==> src/rtl/core/scgd_pkg.sv <==
`timescale 1ns / 1ps
// ----------------------------------------------------------------------------
// scgd_pkg
// Shared types, constants and the month table for the seconds to date core.
// ----------------------------------------------------------------------------
package scgd_pkg;

    // epoch shift from 2022-03-21 back to 2022-01-01
    localparam logic [32:0] EPOCH_OFFSET   = 33'd6825600;
    localparam logic [17:0] SECS_PER_DAY   = 18'd86400;
    localparam logic [11:0] SECS_PER_HOUR  = 12'd3600;
    localparam logic [5:0]  SECS_PER_MIN   = 6'd60;

    // reciprocals for the constant divides, each exact over its input range
    // day: (sum >> 7) / 675, scale 2^35, sum >> 7 below 2^25
    localparam logic [25:0] DAY_RECIP      = 26'd50903317;
    localparam logic [9:0]  DAY_ODD        = 10'd675;
    // hour: (sec of day >> 4) / 225, scale 2^21, input below 2^13
    localparam logic [13:0] HOUR_RECIP     = 14'd9321;
    // minute: (sec of hour >> 2) / 15, scale 2^14, input below 2^10
    localparam logic [10:0] MIN_RECIP      = 11'd1093;

    localparam logic [11:0] BASE_YEAR      = 12'd2022;
    localparam logic [6:0]  BASE_MOD100    = 7'd22;
    localparam logic [8:0]  BASE_MOD400    = 9'd22;
    localparam logic [6:0]  LAST_MOD100    = 7'd99;
    localparam logic [8:0]  LAST_MOD400    = 9'd399;
    localparam logic [8:0]  DAYS_YEAR      = 9'd365;
    localparam logic [8:0]  DAYS_LEAP_YEAR = 9'd366;

    localparam logic [3:0]  FIRST_MONTH    = 4'd1;
    localparam logic [3:0]  LAST_MONTH     = 4'd12;

    // first phase index of each divide step (quotient, then remainder)
    localparam logic        DIV_LAST       = 1'b1;
    localparam logic        HOUR_LAST      = 1'b1;
    localparam logic        MIN_LAST       = 1'b1;

    typedef struct packed {
        logic       load;
        logic       div_step;
        logic       prep;
        logic       hour_step;
        logic       min_step;
        logic       year_step;
        logic       month_step;
        logic       out_load;
        logic       idx;
    } scgd_cmd_t;

    typedef struct packed {
        logic year_more;
        logic month_more;
    } scgd_status_t;

    function automatic logic [4:0] month_days(input logic [3:0] m, input logic leap);
        logic [4:0] d;
        case (m)
            4'd2:                      d = leap ? 5'd29 : 5'd28;
            4'd4, 4'd6, 4'd9, 4'd11:   d = 5'd30;
            default:                   d = 5'd31;
        endcase
        return d;
    endfunction

endpackage

==> src/rtl/core/scgd_ctrl.sv <==
`timescale 1ns / 1ps
// ----------------------------------------------------------------------------
// scgd_ctrl
// Sequencer for the divide, time split, year walk and month walk phases.
// ----------------------------------------------------------------------------
module scgd_ctrl import scgd_pkg::*; (
    input  logic         clk,
    input  logic         rst_n,
    input  logic         in_valid,
    output logic         in_stall,
    output logic         out_valid,
    input  logic         out_stall,
    input  scgd_status_t status,
    output scgd_cmd_t    cmd
);

    typedef enum logic [7:0] {
        ST_IDLE   = 8'b0000_0001,
        ST_DIV    = 8'b0000_0010,
        ST_PREP   = 8'b0000_0100,
        ST_HOUR   = 8'b0000_1000,
        ST_MIN    = 8'b0001_0000,
        ST_YEAR   = 8'b0010_0000,
        ST_MONTH  = 8'b0100_0000,
        ST_FINISH = 8'b1000_0000
    } state_t;

    state_t     state_reg, state_next;
    logic       step_reg, step_next;
    logic       out_valid_reg, out_valid_next;

    always_comb
    begin
        state_next = state_reg;
        step_next  = step_reg;
        cmd        = '0;
        cmd.idx    = step_reg;
        case (state_reg)
            ST_IDLE:
            begin
                if (in_valid)
                begin
                    cmd.load   = 1'b1;
                    step_next  = DIV_LAST;
                    state_next = ST_DIV;
                end
            end
            ST_DIV:
            begin
                cmd.div_step = 1'b1;
                if (step_reg == 1'b0)
                    state_next = ST_PREP;
                else
                    step_next = step_reg - 1'b1;
            end
            ST_PREP:
            begin
                cmd.prep   = 1'b1;
                step_next  = HOUR_LAST;
                state_next = ST_HOUR;
            end
            ST_HOUR:
            begin
                cmd.hour_step = 1'b1;
                if (step_reg == 1'b0)
                begin
                    step_next  = MIN_LAST;
                    state_next = ST_MIN;
                end
                else
                    step_next = step_reg - 1'b1;
            end
            ST_MIN:
            begin
                cmd.min_step = 1'b1;
                if (step_reg == 1'b0)
                    state_next = ST_YEAR;
                else
                    step_next = step_reg - 1'b1;
            end
            ST_YEAR:
            begin
                if (status.year_more)
                    cmd.year_step = 1'b1;
                else
                    state_next = ST_MONTH;
            end
            ST_MONTH:
            begin
                if (status.month_more)
                    cmd.month_step = 1'b1;
                else
                    state_next = ST_FINISH;
            end
            ST_FINISH:
            begin
                // output slot free or draining this cycle
                if (!out_valid_reg || !out_stall)
                begin
                    cmd.out_load = 1'b1;
                    state_next   = ST_IDLE;
                end
            end
            default:
            begin
                state_next = ST_IDLE;
            end
        endcase
    end

    always_comb
    begin
        if (cmd.out_load)
            out_valid_next = 1'b1;
        else if (!out_stall)
            out_valid_next = 1'b0;
        else
            out_valid_next = out_valid_reg;
    end

    always_ff @(posedge clk or negedge rst_n)
    begin
        if (!rst_n)
        begin
            state_reg     <= ST_IDLE;
            step_reg      <= 1'b0;
            out_valid_reg <= 1'b0;
        end
        else
        begin
            state_reg     <= state_next;
            step_reg      <= step_next;
            out_valid_reg <= out_valid_next;
        end
    end

    assign in_stall  = (state_reg != ST_IDLE);
    assign out_valid = out_valid_reg;

endmodule

==> src/rtl/core/scgd_datapath.sv <==
`timescale 1ns / 1ps
// ----------------------------------------------------------------------------
// scgd_datapath
// Reciprocal day divide, time split, year and month walk, output register.
// ----------------------------------------------------------------------------
module scgd_datapath import scgd_pkg::*; (
    input  logic         clk,
    input  scgd_cmd_t    cmd,
    output scgd_status_t status,
    input  logic [31:0]  counter,
    output logic [11:0]  year,
    output logic [3:0]   month,
    output logic [4:0]   day,
    output logic [4:0]   hour,
    output logic [5:0]   minute,
    output logic [5:0]   second,
    output logic [2:0]   weekday,
    output logic         overflow
);

    logic [31:0] dvd_reg;      // wrapped offset sum
    logic [15:0] q_reg;        // whole days in the sum
    logic [16:0] rem_reg;      // second of day, then what is left of it
    logic [2:0]  r7_reg;       // day quotient mod 7
    logic        ovf_reg;
    logic [15:0] days_reg;
    logic [11:0] year_reg;
    logic [6:0]  c100_reg;
    logic [8:0]  c400_reg;
    logic [3:0]  month_reg;
    logic [4:0]  hour_reg;
    logic [5:0]  minute_reg;

    logic [11:0] year_out_reg;
    logic [3:0]  month_out_reg;
    logic [4:0]  day_out_reg;
    logic [4:0]  hour_out_reg;
    logic [5:0]  minute_out_reg;
    logic [5:0]  second_out_reg;
    logic [2:0]  wday_out_reg;
    logic        ovf_out_reg;

    logic [32:0] sum;
    logic [50:0] day_prod;
    logic [24:0] day_back;
    logic [24:0] day_left;
    logic [5:0]  fold6;
    logic [3:0]  fold4;
    logic [2:0]  fold3;
    logic [2:0]  r7_next;
    logic [25:0] hour_prod;
    logic [16:0] hour_back;
    logic [19:0] min_prod;
    logic [16:0] min_back;
    logic        leap;
    logic [8:0]  ylen;
    logic [4:0]  mlen;

    assign sum   = {1'b0, counter} + EPOCH_OFFSET;

    // days = (sum >> 7) / 675 by reciprocal, remainder rebuilt next cycle
    assign day_prod = {26'd0, dvd_reg[31:7]} * {25'd0, DAY_RECIP};
    assign day_back = {9'd0, q_reg} * {15'd0, DAY_ODD};
    assign day_left = dvd_reg[31:7] - day_back;

    // mod 7 by folding octal digits, eight folds to one
    assign fold6   = {3'd0, q_reg[2:0]} + {3'd0, q_reg[5:3]} + {3'd0, q_reg[8:6]}
                   + {3'd0, q_reg[11:9]} + {3'd0, q_reg[14:12]} + {5'd0, q_reg[15]};
    assign fold4   = {1'b0, fold6[2:0]} + {1'b0, fold6[5:3]};
    assign fold3   = fold4[2:0] + {2'd0, fold4[3]};
    assign r7_next = (fold3 == 3'd7) ? 3'd0 : fold3;

    assign hour_prod = {13'd0, rem_reg[16:4]} * {12'd0, HOUR_RECIP};
    assign hour_back = {12'd0, hour_reg} * {5'd0, SECS_PER_HOUR};
    assign min_prod  = {10'd0, rem_reg[11:2]} * {9'd0, MIN_RECIP};
    assign min_back  = {11'd0, minute_reg} * {11'd0, SECS_PER_MIN};

    assign leap = (year_reg[1:0] == 2'd0) &&
                  ((c100_reg != 7'd0) || (c400_reg == 9'd0));
    assign ylen = leap ? DAYS_LEAP_YEAR : DAYS_YEAR;
    assign mlen = month_days(month_reg, leap);

    assign status.year_more  = (days_reg > 16'(ylen));
    assign status.month_more = (month_reg != LAST_MONTH) && (days_reg > 16'(mlen));

    always_ff @(posedge clk)
    begin
        if (cmd.load)
        begin
            dvd_reg <= sum[31:0];
            ovf_reg <= sum[32];
        end
        if (cmd.div_step)
        begin
            if (cmd.idx)
                q_reg <= day_prod[50:35];
            else
                rem_reg <= {day_left[9:0], dvd_reg[6:0]};
        end
        if (cmd.prep)
        begin
            days_reg   <= q_reg + 16'd1;
            r7_reg     <= r7_next;
            year_reg   <= BASE_YEAR;
            c100_reg   <= BASE_MOD100;
            c400_reg   <= BASE_MOD400;
            month_reg  <= FIRST_MONTH;
        end
        if (cmd.hour_step)
        begin
            if (cmd.idx)
                hour_reg <= hour_prod[25:21];
            else
                rem_reg <= rem_reg - hour_back;
        end
        if (cmd.min_step)
        begin
            if (cmd.idx)
                minute_reg <= min_prod[19:14];
            else
                rem_reg <= rem_reg - min_back;
        end
        if (cmd.year_step)
        begin
            days_reg <= days_reg - 16'(ylen);
            year_reg <= year_reg + 12'd1;
            c100_reg <= (c100_reg == LAST_MOD100) ? 7'd0 : c100_reg + 7'd1;
            c400_reg <= (c400_reg == LAST_MOD400) ? 9'd0 : c400_reg + 9'd1;
        end
        if (cmd.month_step)
        begin
            days_reg  <= days_reg - 16'(mlen);
            month_reg <= month_reg + 4'd1;
        end
        if (cmd.out_load)
        begin
            year_out_reg   <= year_reg;
            month_out_reg  <= month_reg;
            day_out_reg    <= days_reg[4:0];
            hour_out_reg   <= hour_reg;
            minute_out_reg <= minute_reg;
            second_out_reg <= rem_reg[5:0];
            wday_out_reg   <= r7_reg;
            ovf_out_reg    <= ovf_reg;
        end
    end

    assign year     = year_out_reg;
    assign month    = month_out_reg;
    assign day      = day_out_reg;
    assign hour     = hour_out_reg;
    assign minute   = minute_out_reg;
    assign second   = second_out_reg;
    assign weekday  = wday_out_reg;
    assign overflow = ovf_out_reg;

endmodule

==> src/rtl/core/seconds_counter_to_gregorian_date_core.sv <==
`timescale 1ns / 1ps
// ----------------------------------------------------------------------------
// seconds_counter_to_gregorian_date_core
// Converts a 32-bit RTC seconds count (zero at 2022-03-21) into calendar date,
// time of day and weekday under the full Gregorian leap rule.
// ----------------------------------------------------------------------------
//
//  channel | handshake           | payload
//  --------+---------------------+-----------------------------------------
//  in      | in_valid / in_stall | counter
//  out     | out_valid/out_stall | year month day hour minute second
//          |                     | weekday overflow
//
// an item steps through load, the day divide, prep, the hour and minute splits,
// one year step per whole year and one month step per whole month past the
// start of 2022, then the hand-off to the output register
// the day divide is a reciprocal multiply, quotient then remainder
// rst_n clears the sequencer and the output valid flag only
// the result sits in its own output register, so the next item is taken
// while an earlier result is still stalled; a finished item waits for that
// register to free up before it is written
//
module seconds_counter_to_gregorian_date_core import scgd_pkg::*; (
    input  logic        clk,
    input  logic        rst_n,
    input  logic        in_valid,
    output logic        in_stall,
    input  logic [31:0] counter,
    output logic        out_valid,
    input  logic        out_stall,
    output logic [11:0] year,
    output logic [3:0]  month,
    output logic [4:0]  day,
    output logic [4:0]  hour,
    output logic [5:0]  minute,
    output logic [5:0]  second,
    output logic [2:0]  weekday,
    output logic        overflow
);

    scgd_cmd_t    cmd;
    scgd_status_t status;

    // sequencer: accept, divide, split time, walk years, walk months, hand off
    scgd_ctrl u_ctrl (
        .clk       (clk),
        .rst_n     (rst_n),
        .in_valid  (in_valid),
        .in_stall  (in_stall),
        .out_valid (out_valid),
        .out_stall (out_stall),
        .status    (status),
        .cmd       (cmd)
    );

    // arithmetic and the output register
    scgd_datapath u_datapath (
        .clk      (clk),
        .cmd      (cmd),
        .status   (status),
        .counter  (counter),
        .year     (year),
        .month    (month),
        .day      (day),
        .hour     (hour),
        .minute   (minute),
        .second   (second),
        .weekday  (weekday),
        .overflow (overflow)
    );

endmodule

==> config.mk <==
export PLATFORM = sky130hd
export DESIGN_NAME = seconds_counter_to_gregorian_date_core
export DESIGN_NICKNAME = d
export VERILOG_FILES = /design/src/rtl/core/scgd_pkg.sv /design/src/rtl/core/scgd_ctrl.sv /design/src/rtl/core/scgd_datapath.sv /design/src/rtl/core/seconds_counter_to_gregorian_date_core.sv
export SDC_FILE = /design/constraint.sdc
export NUM_CORES = 1
export LEC_CHECK = 0
export BUFFER_PORTS_ARGS = -buffer_cell sky130_fd_sc_hd__buf_2
export CAP_MARGIN = 20
export CORE_MARGIN = 2
export CORE_UTILIZATION = 50
export DETAILED_ROUTE_END_ITERATION = 8
export PLACE_DENSITY = 0.66
export SYNTH_ARGS = -nofsm -noshare
export SYNTH_HDL_FRONTEND = slang
export SYNTH_SLANG_ARGS = --single-unit
==> constraint.sdc <==
create_clock -name clk -period 18.9 [get_ports clk]
set_clock_uncertainty 0.1 [all_clocks]
set_input_delay 5.67 -clock clk [delete_from_list [all_inputs] [get_ports clk]]
set_output_delay 5.67 -clock clk [all_outputs]
set_load 0.05 [all_outputs]
### After elaboration in Yosys (flattened, before gate mapping)

Cells that the tools add are included.
Widths: inputs -> output; s select.

* register bits: 180
* bits in latches: 0
* RAM bits: 0
* memory bits (read-only): 0
* input port bits: 36
* output and inout port bits: 44
* word-level logic and storage cells: 144
* memories: 0

* add/sub/neg operators: 19
* multiply operators: 6
* div/mod/pow operators: 0
* magnitude comparators: 2
* eq/ne operators: 26
* shift operators: 0
* mux-type cells: 48
* bitwise gates (word level): 0
* reduce and logical (&&, ||, !) cells: 20

Operators by type and width (number)
* $mux 17: 6
* $pmux 8 s8: 1
* $mux 8: 7
* $mul 25x26->51 const B: 1
* $mux 16: 3
* $add 32x23->33 const B: 1
* $mux 9: 3
* $mul 13x14->26 const B: 1
* $mux 12: 2
* $mux 7: 3
* $mul 10x11->20 const B: 1
* $add 6x3->6: 3
* $mux 1: 18
* $sub 17x12->17: 1
* $sub 17x17->17: 1
* $add 16x1->16 const B: 1
* $gt 16x5->1: 1
* $gt 16x9->1: 1
* $mul 16x10->10 const B: 1
* $sub 16x5->16: 1
* $sub 16x9->16: 1
* $mul 5x8->13 const B: 1
* $add 12x1->12 const B: 1
* $ne 2x2->1 const B: 6
* 43 further kinds: 55

### Longest topological paths before layout

* depth after elaboration: 10
* gate-level depth with buffers: 24
* depth with buffers taken out: 24

### Cells and area by module

Synthesis repeated with hierarchy kept, for this count alone.

* cell total of the unflattened synthesis: 2471
* area, all modules: 25040.3 um^2

By module, submodules not included
* scgd_datapath: times used 1, cells an instance 2392, area each 24269.5 um^2, seq. area each 4954.8 um^2
* scgd_ctrl: times used 1, cells an instance 79, area each 770.7 um^2, seq. area each 251.5 um^2

### Worst setup path before layout

Ideal clock, no wire load.

* path kind: input-to-reg
* start point: input out_stall
* end point: register u_datapath.day_out_reg[0] (netlist: u_datapath.day[0]), enable pin
* library setup time: 0.455 ns
* arrival: 7.752 ns
* required time: 18.345 ns
* path slack: 10.593 ns
* stages: 1
* buffers on the path: 0
* path through: a21oi_1

* word-level cells in the longest chain between the ends: 4

RTL lines
* from (decl): line seconds_counter_to_gregorian_date_core.sv:30 `input logic out_stall,`
* $logic_not 1->1: line scgd_ctrl.sv:98 `if (!out_valid_reg || !out_stall)`
* $logic_or 1x1->1: line scgd_ctrl.sv:98
* $mux 1: line scgd_ctrl.sv:98
* $mux 1: line scgd_ctrl.sv:38 `case (state_reg)`
* to (signal assigned): line scgd_datapath.sv:139 `day_out_reg <= days_reg[4:0];`
* to (decl): line scgd_datapath.sv:36 `logic [4:0] day_out_reg;`

No other way between the ends.
A chain may end at the register's enable or synchronous reset.

### Worst setup path in the final report

* start point: register u_ctrl.state_reg[3]
* end point: output in_stall

* word-level cells in the longest chain between the ends: 1

RTL lines
* from (decl): line scgd_ctrl.sv:28 `state_t state_reg, state_next;`
* from (signal assigned): line scgd_ctrl.sv:131 `state_reg <= state_next;`
* $ne 8x1->1: line scgd_ctrl.sv:137 `assign in_stall = (state_reg != ST_IDLE);`
* to (decl): line seconds_counter_to_gregorian_date_core.sv:27 `output logic in_stall,`

No other way between the ends.

==> results.cfg <==
[critical_path]
endpoint_kind = output port
path_max_fanout = 6
crit_type = register to output port
cp-start-kind = register
reg2regPathDepth = 20
cp.required_ns = 13.13
rrSetupSlack_ns = 11.74
crit-reg2reg-launch = u_datapath.dvd_reg[16]
crit_arrival_ns = 2.30
r2r-end = u_datapath.q_reg[15]

[yosys]
syn_inst = 2388
syn_nets = 3206
synth_top_area_frac = 0.2687
synth_edf_count = 155
yosysWarnings = 0
ys_ff_latch = 180
synth_area_leaders = ha_1 27%, fa_1 21%, edfxtp_1 19%
synth_commonest_cells = 551 x inv_1, 524 x ha_1, 258 x fa_1, 155 x edfxtp_1, 108 x nand2_1
avgSynthCellArea_sq_um = 10.22
synth.cell_area_sq_um = 24400
synthArstFlopShare = 0.05556
yosysSeqAreaShare = 0.2134
synth_top_area_cell = ha_1
yosysMostFrequentCell = inv_1
synthDistinctLibCells = 79
ys.flop_type = edfxtp_1

[sta]
period_share = 0.4272
finalSetupTns_ns = 0
worst_pin_slew_ns = 0.9944
slew_viol_final = 0
clock.fmax_ghz = 0.1239
rsz0062_at_grt = false
max_slew_margin = 0.3346
fin_crit_ns = 8.074
setup_viol = 0
hold_viol = 0

[global_routing]
grt_use_total = 0.2174
overflow = 0
first_global_vias = 17400
grt_max_degree = 43
antenna_found_initial = 1
grt_pass1_wl_mm = 86.17

[clock_tree]
cts_resized = 0
cts_tree = done
hold_buffers = 0
clock_sink_count = 180
max-clock-path-buffers = 2
cts.clk_slew.worst_paths_ns = 0.10
clk_latency_ns = 0.51
cts_root_buf = clkbuf_16
htreeDepth = 4
postCtsSetupBuffers = 0
cts_inserted_buffers = 17

[drt]
drt-total-wl_mm = 52.03
route.detailed.drc = 0
dr.pass1.iters = 5
wl_met1_mm = 23.04
wl_per_cell_um = 16.76
top_layer_used = met4
drt_iter0_markers = 814
via_per_inst = 5.335
wl_met2_mm = 25.68
final_antenna_net_count = 0
wl_met3_mm = 2.050
dr_total_vias = 16560

[place]
routabilityCongestion = 0.8992
dp_hpwl_mm = 42.35
portBuffers = 79

[die]
die-area_sq_um = 50580
core_sq_um = 47950
start_util = 0.5089
chipHeight_um = 224.9
die_w_um = 224.9
rows = 80
top_level_ports = 80

[cells_and_area]
fill_cells = 4224
syn2layout_area_growth_pct = 7.543
largest_register_ffs = 32
drive_above_1_share = 0.06067
antennaDiodeCount = 0
fin_nets = 3294

[min_path]
min_path_type = register to register
holdPathEnd = u_datapath.weekday[1]
min_path_cells = 0
hold_path_startpoint = u_datapath.r7_reg[1]

[run]
drv_cap = 0

[run_status]
status = finished, final reports clean
worst max-delay path by stage:
| stage | slack (ns) | to | depth (start not counted) | startpoint |
|---|---|---|---|---|
| 3_3_place_gp | 10.35 | u_datapath.dvd_reg[31] | 10 | counter[7] |
| 2_1_floorplan | 10.59 | u_datapath.day[0] | 1 | out_stall |
| 5_1_grt | 10.66 | in_stall | 4 | u_ctrl.state_reg[3] |
| 3_5_place_dp | 10.36 | u_datapath.dvd_reg[31] | 10 | counter[7] |
| 4_1_cts | 10.80 | in_stall | 4 | u_ctrl.state_reg[3] |
| 6_report | 10.83 | in_stall | 4 | u_ctrl.state_reg[3] |
cells in the final DEF, fill, tap and decap left out, types with 8 or more instances in the layout:
| master | synthesis | final |
|---|---|---|
| nor2b_1 | 11 | 11 |
| o22ai_1 | 8 | 8 |
| nor3_1 | 26 | 26 |
| edfxtp_1 | 155 | 155 |
| xnor2_1 | 92 | 92 |
| dfxtp_1 | 15 | 15 |
| buf_4 | 0 | 10 |
| fa_1 | 258 | 258 |
| nand2b_1 | 17 | 17 |
| nand3_1 | 31 | 31 |
| o21a_1 | 11 | 11 |
| o21ai_0 | 55 | 55 |
| a31oi_1 | 15 | 15 |
| clkbuf_16 | 0 | 17 |
| nor2_1 | 102 | 101 |
| a21oi_1 | 93 | 92 |
| nand4_1 | 19 | 19 |
| inv_1 | 551 | 551 |
| ha_1 | 524 | 524 |
| dfrtp_1 | 9 | 9 |
| and2_1 | 10 | 10 |
| buf_2 | 11 | 79 |
| nand2_1 | 108 | 108 |
| a211oi_1 | 12 | 12 |
| a21o_1 | 25 | 25 |
| and3_1 | 27 | 27 |
| nor4_1 | 11 | 11 |
| o211ai_1 | 15 | 15 |
| xor2_1 | 45 | 45 |
critical path, stage by stage, from the launching register on:
cell and delay (ns):
dfrtp_1 0.42, or4_1 0.57, nor3_1 0.22, nand3b_1 0.28
buf_2 0.30
cells by family after synthesis:
| family | share of synthesized area |
|---|---|
| fa+ha+maj | 0.4804 |
| xor+xnor | 0.04918 |
| flops | 0.2134 |
| simple gates | 0.07984 |
| compound gates | 0.08712 |
| mux | 0.001231 |
| buf+inv | 0.08887 |
through the flow:
| stage | hold WS (ns) | cells | utilization | cell area [sq um] | setup slack [ns] |
|---|---|---|---|---|---|
| after floorplan | 0.3003 | 2388 | - | 24400 | 10.59 |
| after global placement | 0.3072 | 3069 | 0.5331 | 25560 | 10.35 |
| after detailed placement | 0.3061 | 3070 | 0.5336 | 25590 | 10.36 |
| after CTS | 0.3310 | 3102 | 0.5468 | 26220 | 10.80 |
| after global routing | 0.3431 | 3104 | 0.5473 | 26240 | 10.66 |
| final | 0.3301 | 3104 | 0.5473 | 26240 | 10.83 |
metal layers:
metal,global-route usage,vias up
li1,-,8122
met1,0.2754,8082
met2,0.3798,284
met3,0.03585,72
met4,0.06772,0
met5,0,-
cell type report:
| cell class | instances | area, sq um | share of cell area |
|---|---|---|---|
| flip-flops and latches | 180 | 5206 | 0.1984 |
| well taps | 615 | 769.5 | 0.02932 |
| multi-input cells | 1634 | 17040 | 0.6495 |
| clock buffers | 18 | 439.2 | 0.01674 |
| clock inverters | 14 | 190.2 | 0.007248 |
| repair buffers | 92 | 523.0 | 0.01993 |
| inverters | 551 | 2068 | 0.07882 |
Power is not shown: default switching activity piles up to over one toggle a cycle in this logic, so the estimate is an artifact.
